File: src/rtl/crcbse_pkg.sv
`default_nettype none

package crcbse_pkg;

  localparam int MAX_DEGREE = 32;
  localparam int DEG_W      = 6;
  localparam int POS_W      = (MAX_DEGREE > 1) ? $clog2(MAX_DEGREE) : 1;
  localparam int GEN_W      = 32;
  localparam int CFG_IDX_W  = 2;
  localparam int CFG_DATA_W = 32;

  localparam logic [CFG_IDX_W-1:0] REG_GENERATOR = CFG_IDX_W'(0);
  localparam logic [CFG_IDX_W-1:0] REG_DEGREE    = CFG_IDX_W'(1);

  typedef struct packed {
    logic message_bit;
    logic final_bit;
  } in_item_t;

  typedef struct packed {
    logic code_bit;
    logic is_check;
    logic run_end;
  } out_item_t;

  typedef struct packed {
    logic step;
    logic clear;
    logic load_chk;
    logic shift_chk;
    logic fb;
  } cell_ctrl_t;

endpackage

`default_nettype wire

File: src/rtl/crcbse_if.sv
`default_nettype none

interface crcbse_in_if;
  import crcbse_pkg::*;

  logic     valid;
  logic     ready;
  in_item_t data;

  modport source (output valid, output data, input ready);
  modport sink (input valid, input data, output ready);
endinterface

interface crcbse_out_if;
  import crcbse_pkg::*;

  logic      valid;
  logic      ready;
  out_item_t data;

  modport source (output valid, output data, input ready);
  modport sink (input valid, input data, output ready);
endinterface

`default_nettype wire

File: src/rtl/crcbse_cell.sv
`default_nettype none

module crcbse_cell (
  input  logic                    clk,
  input  logic                    rst,
  input  crcbse_pkg::cell_ctrl_t  ctrl,
  input  logic                    active,
  input  logic                    gen_bit,
  input  logic                    rem_prev,
  input  logic                    chk_prev,
  output logic                    rem,
  output logic                    chk
);
  import crcbse_pkg::*;

  logic step_val;

  // Cells at or above the degree read as zero once a bit is shifted in
  assign step_val = active & (rem_prev ^ (ctrl.fb & gen_bit));

  always_ff @(posedge clk) begin
    if (rst) begin
      rem <= 1'b0;
    end else if (ctrl.step) begin
      rem <= ctrl.clear ? 1'b0 : step_val;
    end
  end

  always_ff @(posedge clk) begin
    if (ctrl.load_chk) begin
      chk <= step_val;
    end else if (ctrl.shift_chk) begin
      chk <= chk_prev;
    end
  end

endmodule

`default_nettype wire

File: src/rtl/crc_bit_serial_encoder_top.sv
`default_nettype none
// A code bit is captured in the output register in the cycle after its message bit transfers.
// Throughput: one message bit per cycle unless the output stalls; the final bit is followed by
// degree check bits, one per cycle unless stalled, from the check row while input is held off.
// Reset (synchronous, active high) clears the remainder, the output valid and the check count,
// and sets the generator low terms to 7 and the degree to 8.
module crc_bit_serial_encoder_top (
  input  logic                                clk,
  input  logic                                rst,
  input  logic                                cfg_we,
  input  logic [crcbse_pkg::CFG_IDX_W-1:0]    cfg_index,
  input  logic [crcbse_pkg::CFG_DATA_W-1:0]   cfg_data,
  crcbse_in_if.sink                           msg,
  crcbse_out_if.source                        code
);
  import crcbse_pkg::*;

  logic [GEN_W-1:0]      gen;
  logic [DEG_W-1:0]      degree;
  logic [DEG_W-1:0]      eff_deg;
  logic [POS_W-1:0]      top_pos;
  logic [MAX_DEGREE-1:0] rem;
  logic [MAX_DEGREE-1:0] chk;
  logic [DEG_W-1:0]      drain_cnt;
  logic                  out_valid;
  out_item_t             out_item;
  logic                  out_free;
  logic                  busy;
  logic                  in_xfer;
  logic                  drain_go;
  cell_ctrl_t            ctrl;

  always_ff @(posedge clk) begin
    if (rst) begin
      gen    <= GEN_W'(7);
      degree <= DEG_W'(8);
    end else if (cfg_we) begin
      case (cfg_index)
        REG_GENERATOR: gen    <= cfg_data[GEN_W-1:0];
        REG_DEGREE:    degree <= cfg_data[DEG_W-1:0];
        default: ;
      endcase
    end
  end

  always_comb begin
    if (degree == '0) begin
      eff_deg = DEG_W'(1);
    end else if (degree > DEG_W'(MAX_DEGREE)) begin
      eff_deg = DEG_W'(MAX_DEGREE);
    end else begin
      eff_deg = degree;
    end
  end

  assign top_pos = POS_W'(eff_deg - DEG_W'(1));

  assign out_free  = !out_valid || code.ready;
  assign busy      = (drain_cnt != '0);
  assign msg.ready = out_free && !busy;
  assign in_xfer   = msg.valid && msg.ready;
  assign drain_go  = busy && out_free;

  assign ctrl.step      = in_xfer;
  assign ctrl.clear     = in_xfer && msg.data.final_bit;
  assign ctrl.load_chk  = in_xfer && msg.data.final_bit;
  assign ctrl.shift_chk = drain_go;
  assign ctrl.fb        = rem[top_pos] ^ msg.data.message_bit;

  for (genvar i = 0; i < MAX_DEGREE; i++) begin : g_cell
    logic rem_prev;
    logic chk_prev;
    logic gen_bit;

    if (i == 0) begin : g_head
      assign rem_prev = 1'b0;
      assign chk_prev = 1'b0;
    end else begin : g_body
      assign rem_prev = rem[i-1];
      assign chk_prev = chk[i-1];
    end

    if (i < GEN_W) begin : g_gen
      assign gen_bit = gen[i];
    end else begin : g_nogen
      assign gen_bit = 1'b0;
    end

    crcbse_cell u_cell (
      .clk      (clk),
      .rst      (rst),
      .ctrl     (ctrl),
      .active   (eff_deg > DEG_W'(i)),
      .gen_bit  (gen_bit),
      .rem_prev (rem_prev),
      .chk_prev (chk_prev),
      .rem      (rem[i]),
      .chk      (chk[i])
    );
  end

  // Count check bits still to send; a final bit loads the effective degree
  always_ff @(posedge clk) begin
    if (rst) begin
      drain_cnt <= '0;
    end else if (ctrl.load_chk) begin
      drain_cnt <= eff_deg;
    end else if (drain_go) begin
      drain_cnt <= drain_cnt - DEG_W'(1);
    end
  end

  always_ff @(posedge clk) begin
    if (rst) begin
      out_valid <= 1'b0;
    end else if (in_xfer || drain_go) begin
      out_valid <= 1'b1;
    end else if (code.ready) begin
      out_valid <= 1'b0;
    end
  end

  always_ff @(posedge clk) begin
    if (in_xfer) begin
      out_item <= '{code_bit: msg.data.message_bit, is_check: 1'b0, run_end: 1'b0};
    end else if (drain_go) begin
      out_item <= '{code_bit: chk[top_pos], is_check: 1'b1,
                    run_end: (drain_cnt == DEG_W'(1))};
    end
  end

  assign code.valid = out_valid;
  assign code.data  = out_item;

endmodule

`default_nettype wire

File: src/flat_wrapper.sv
// flat-port wrapper written by rule: the top's interface ports become plain ports
module crc_bit_serial_encoder_top_flat import crcbse_pkg::*;
  (clk, rst, cfg_we, cfg_index, cfg_data, msg_valid, msg_data, msg_ready, code_valid, code_data, code_ready);
  crcbse_in_if msg_i ();
  crcbse_out_if code_i ();
  input  logic clk;
  input  logic rst;
  input  logic cfg_we;
  input  logic [crcbse_pkg::CFG_IDX_W-1:0] cfg_index;
  input  logic [crcbse_pkg::CFG_DATA_W-1:0] cfg_data;
  input wire logic [$bits(msg_i.valid)-1:0] msg_valid;
  input wire logic [$bits(msg_i.data)-1:0] msg_data;
  output wire logic [$bits(msg_i.ready)-1:0] msg_ready;
  output wire logic [$bits(code_i.valid)-1:0] code_valid;
  output wire logic [$bits(code_i.data)-1:0] code_data;
  input wire logic [$bits(code_i.ready)-1:0] code_ready;
  assign msg_i.valid = msg_valid;
  assign msg_i.data = msg_data;
  assign msg_ready = msg_i.ready;
  assign code_valid = code_i.valid;
  assign code_data = code_i.data;
  assign code_i.ready = code_ready;
  crc_bit_serial_encoder_top u_core (.clk(clk), .rst(rst), .cfg_we(cfg_we), .cfg_index(cfg_index), .cfg_data(cfg_data), .msg(msg_i), .code(code_i));
endmodule
File: config.mk
export PLATFORM = sky130hd
export DESIGN_NAME = crc_bit_serial_encoder_top_flat
export DESIGN_NICKNAME = d
export VERILOG_FILES = /design/src/rtl/crcbse_pkg.sv /design/src/rtl/crcbse_if.sv /design/src/rtl/crcbse_cell.sv /design/src/rtl/crc_bit_serial_encoder_top.sv /design/src/flat_wrapper.sv
export SDC_FILE = /design/constraint.sdc
export NUM_CORES = 1
export LEC_CHECK = 0
export BUFFER_PORTS_ARGS = -buffer_cell sky130_fd_sc_hd__buf_2
export CORE_UTILIZATION = 40
export CTS_CLUSTER_SIZE = 14
export DETAILED_ROUTE_END_ITERATION = 16
export GPL_ROUTABILITY_DRIVEN = 0
export GPL_TIMING_DRIVEN = 0
export PLACE_DENSITY_LB_ADDON = 0.2
export SETUP_SLACK_MARGIN = 0.05
export SLEW_MARGIN = 20
export SYNTH_ARGS = -nofsm -noshare
export SYNTH_HDL_FRONTEND = slang
export SYNTH_HIERARCHICAL = 1
export SYNTH_SLANG_ARGS = --single-unit
File: constraint.sdc
create_clock -name clk -period 5.85 [get_ports clk]
set_input_delay 0.585 -clock clk [delete_from_list [all_inputs] [get_ports clk]]
set_output_delay 0.585 -clock clk [all_outputs]
set_load 0.01 [all_outputs]
==> metrics.md <==
| Metric | Value |
|---|---|
| Status | finished clean |
| Worst path most repeated cell | clkbuf_1 |
| Final setup violation count | 0 |
| WL final | 20800 µm |
| Port Buf Inserts | 45 |
| Root Driver | clkbuf_16 |
| Area leader, netlist | dfxtp_1 |
| TritonCTS clock tree | done |
| Fillers | 1689 |
| Worst hold slack | roughly 0.45 ns |
| Cts-stage hold buffer count | 0 |
| Synth Instances | slightly below 800 |
| Critical Path RT | around 6.0 ns |
| Worst path max stage delay | 0.53 ns |
| Vias per cell | 5.71 |
| Initial Util | around two fifths |
| Cts repair resizes | 0 |
| Simple-gate share of the synthesized area | 28.9% |
| I/O pins | 46 |
| Layout net count | 896 |
| CTS Buffer Depth | 2 |
| Setup crit start | u_core/degree[5]$_SDFFE_PP0P_ |
| Post-DP Area | around 7400 µm² |
| CP max-delay cell | clkbuf_1 |
| Worst min-delay path startpoint | cfg_data[27] |
| Clock Skew | ~0.0097 ns |
| CTS Buf Count | 9 |
| Commonest cells after routing, fill and taps aside | nand2_1 (122), dfxtp_1 (79), nor3b_1 (66) |
| Fin area | between 7000 and 8000 µm² |
| H-tree depth | 3 |
| Setup Fix Bufs, Post-CTS | 0 |
| Ys Warns | 6 |
| Post-synthesis cell area | ~7000 µm² |
| Die area | ~18000 µm² |
| Worst Hold Class | input pin to flop |
| Site row count | 47 |
| DR iter-0 viols | 626 |
| Pre-antenna DRT Iters | 5 |
| Share of cells above drive strength 1 | between 10% and 20% |
| Worst-Margin Slew | 0.747 ns |
| Synth Area in Adders | 1.10% |
| Async set or reset register ratio after synthesis | 0% |
| RSZ-0062 raised after global routing | no |
| Fin Setup TNS | 0 ns |
| Maximum vdd drop | ~0.18 mV |
| Fmax | 189 MHz |
| Top_reg_cell synth | dfxtp_1 |
| Die X-Extent | around 130 µm |
| XOR/XNOR share of the synthesized area | about 4.7% |
| Antenna cells | 0 |
| Max-Cap Viols | 0 |
| Clock net sink count | 112 |
| Arrival time at the worst endpoint | between 5 and 6 ns |
| Core box area | around 17000 µm² |
| Vias in the first global route | around 5600 |
| Main area contributors after synthesis | dfxtp_1 (23%), edfxtp_1 (15%), a31o_1 (8.2%) |
| CP top delay family | buffers and inverters |
| Seq cells post-synth | around 110 |
| Post-route DRC | 0 |
| Setup crit end kind | flop |
| Critical R2R Launch | u_core/degree[5]$_SDFFE_PP0P_ |
| Die H | around 130 µm |
| Yosys top cell area share | ~23% |
| ANT nets after route | 0 |
| Routed wire per std cell | between 15 and 20 µm |
| Clock-pin slew on the worst setup and hold paths | around 0.08 ns |
| Worst-Skew Late Latency | between 0.3 and 0.4 ns |
| Avg Inst Size Synth | roughly 8.6 µm² |
| Max-slew violations | 0 |
| Maximum fanout along the worst path | 17 |
| Commonest non-fill, non-tap cell in the layout | nand2_1 |
| Setup CP Type | flop to flop |
| Crit start category | flop |
| Fin crit share | 90.5% |
| Leak Pwr | ~2.9 nW |
| Min Tclk post-route | approximately 5.3 ns |
| Number of flops mapped to enable cells by yosys | 33 |
| Hold Vio Cnt, Final | 0 |
| Total GRT Usage | between 20% and 30% |
| Synth Area in Compound Gates | about a fifth |
| Via Count | about 6000 |
| Inst Count DP | between 1000 and 1500 |
| Worst-path cell chain | clkbuf_1 > clkbuf_1 > clkbuf_2 > nor2_1 > ha_1 > buf_2 > nand2b_1 > clkbuf_1 > o311ai_0 > o32ai_1 > or4_1 > nand4b_1 > buf_6 > buf_8 > nand2_1 > xnor2_1 > a31o_1 |
| Pwr per Cell Area | approximately 390 nW/µm² |
| Initial antenna violation count | 0 |
| Distinct cell type count after synthesis | 63 |
| Final Non-Filler Cells | around 1100 |
| Sequential area share after synthesis | a little under two fifths |
| Area Growth Syn to Fin | 13.3% |
| Detailed Place HPWL | 15100 µm |
| Mux cell area share after synthesis | about 5% |
| Pin count of the biggest net entering global routing | 69 |
| Main combinational cell family by area after synthesis | simple AND/OR/NAND/NOR gates |
| Slew headroom | around half |
| First-pass GRT wire length | between 30000 and 40000 µm |
| Gr ovfl total | 0 |
| CP Buf/Inv Count | 7 |
==> kinds of logic (layout without fill, tap and decap cells) <==
group,after synthesis,count (layout)
XOR/XNOR,36,36
buffers and inverters,56,121
other,1,2
flip-flops,112,112
adder cells (fa/ha/maj),6,6
multiplexers,33,33
AND/OR/NAND/NOR,363,363
AO/OA/AOI/OAI,181,181
==> synthesized netlist by cell type (4+ instances only) <==
cell type,number
nor2b_1,37
edfxtp_1,33
mux2i_1,31
nor4_1,5
nand3_1,11
clkbuf_1,27
ha_1,6
nor2_1,28
nor3b_1,66
nand3b_1,4
nor3_1,23
o211ai_1,4
nand2b_1,7
inv_1,16
nand2_1,122
or2_2,34
a31o_1,64
o221ai_1,4
xnor2_1,34
buf_2,7
a211oi_1,5
a22oi_1,5
o21ai_0,24
dfxtp_1,79
a21oi_1,40
or3_1,12
==> layer usage <==
metal  track usage, %  vias up  wire length [µm]
met5                0        -                 0
met4             9.26        0               520
met3             4.02       30              1440
met2             36.9      226              9130
met1             33.6     2882              9740
li1                 -     2994                 -
==> flip-flops by register name, indices dropped and copies added, names as in the netlist <==
signal                    flops
u_core/drain_cnt              6
u_core/code.data              3
u_core/g_cell.u_cell/rem     32
u_core/g_cell.u_cell/chk     32
u_core/degree                 6
u_core/code.valid             1
u_core/gen                   32
==> worst reg2reg max path, stage by stage (launching register included) <==
cell	delay, ns
dfxtp_1	0.37
clkbuf_1	0.39
clkbuf_1	0.53
clkbuf_2	0.44
nor2_1	0.13
ha_1	0.34
buf_2	0.26
nand2b_1	0.16
clkbuf_1	0.32
o311ai_0	0.39
o32ai_1	0.16
or4_1	0.49
nand4b_1	0.14
buf_6	0.19
buf_8	0.18
nand2_1	0.16
xnor2_1	0.19
a31o_1	0.23
==> cell type report <==
class / instances / area [µm²] / area share (%)
Clock inverter: 4 / 56.3 / 0.729
Timing Repair Buffer: 49 / 302 / 3.90
Sequential cell: 112 / 2570 / 33.3
Buffer: 38 / 164 / 2.12
Tap cell: 220 / 275 / 3.56
Multi-Input combinational cell: 621 / 4020 / 52.0
Clock buffer: 12 / 268 / 3.47
Inverter: 18 / 70.1 / 0.907
==> metrics by stage <==
step                      util (%)  worst slack, ns  power (mW)
final                         46.6            0.554        3.01
after CTS                     46.6            0.469        3.02
after detailed placement      44.6            0.496        2.34
after global routing          46.6            0.311        3.18
after global placement        44.1           -0.569        2.29
after floorplan                  -             1.49        1.99
==> report_power, final <==
| group | leakage, nW | internal [mW] | total, mW | switching [mW] |
|---|---|---|---|---|
| Combinational | 1.78 | 0.528 | 1.15 | 0.624 |
| Sequential | 0.973 | 1.05 | 1.18 | 0.126 |
| Clock | 0.159 | 0.375 | 0.675 | 0.300 |
| Total | 2.92 | 1.96 | 3.01 | 1.05 |
==> final timing paths <==
kind                                            end  slack [ns]  cells after the start
max          u_core/g_cell[28].u_cell/chk$_DFFE_PP_        0.55                     17
min                     u_core/gen[27]$_SDFFE_PP0P_        0.45                      3
max reg2reg  u_core/g_cell[28].u_cell/chk$_DFFE_PP_        0.55                     17
min reg2reg             u_core/gen[13]$_SDFFE_PP0P_        0.46                      2
(Power assumes the default switching activity.)
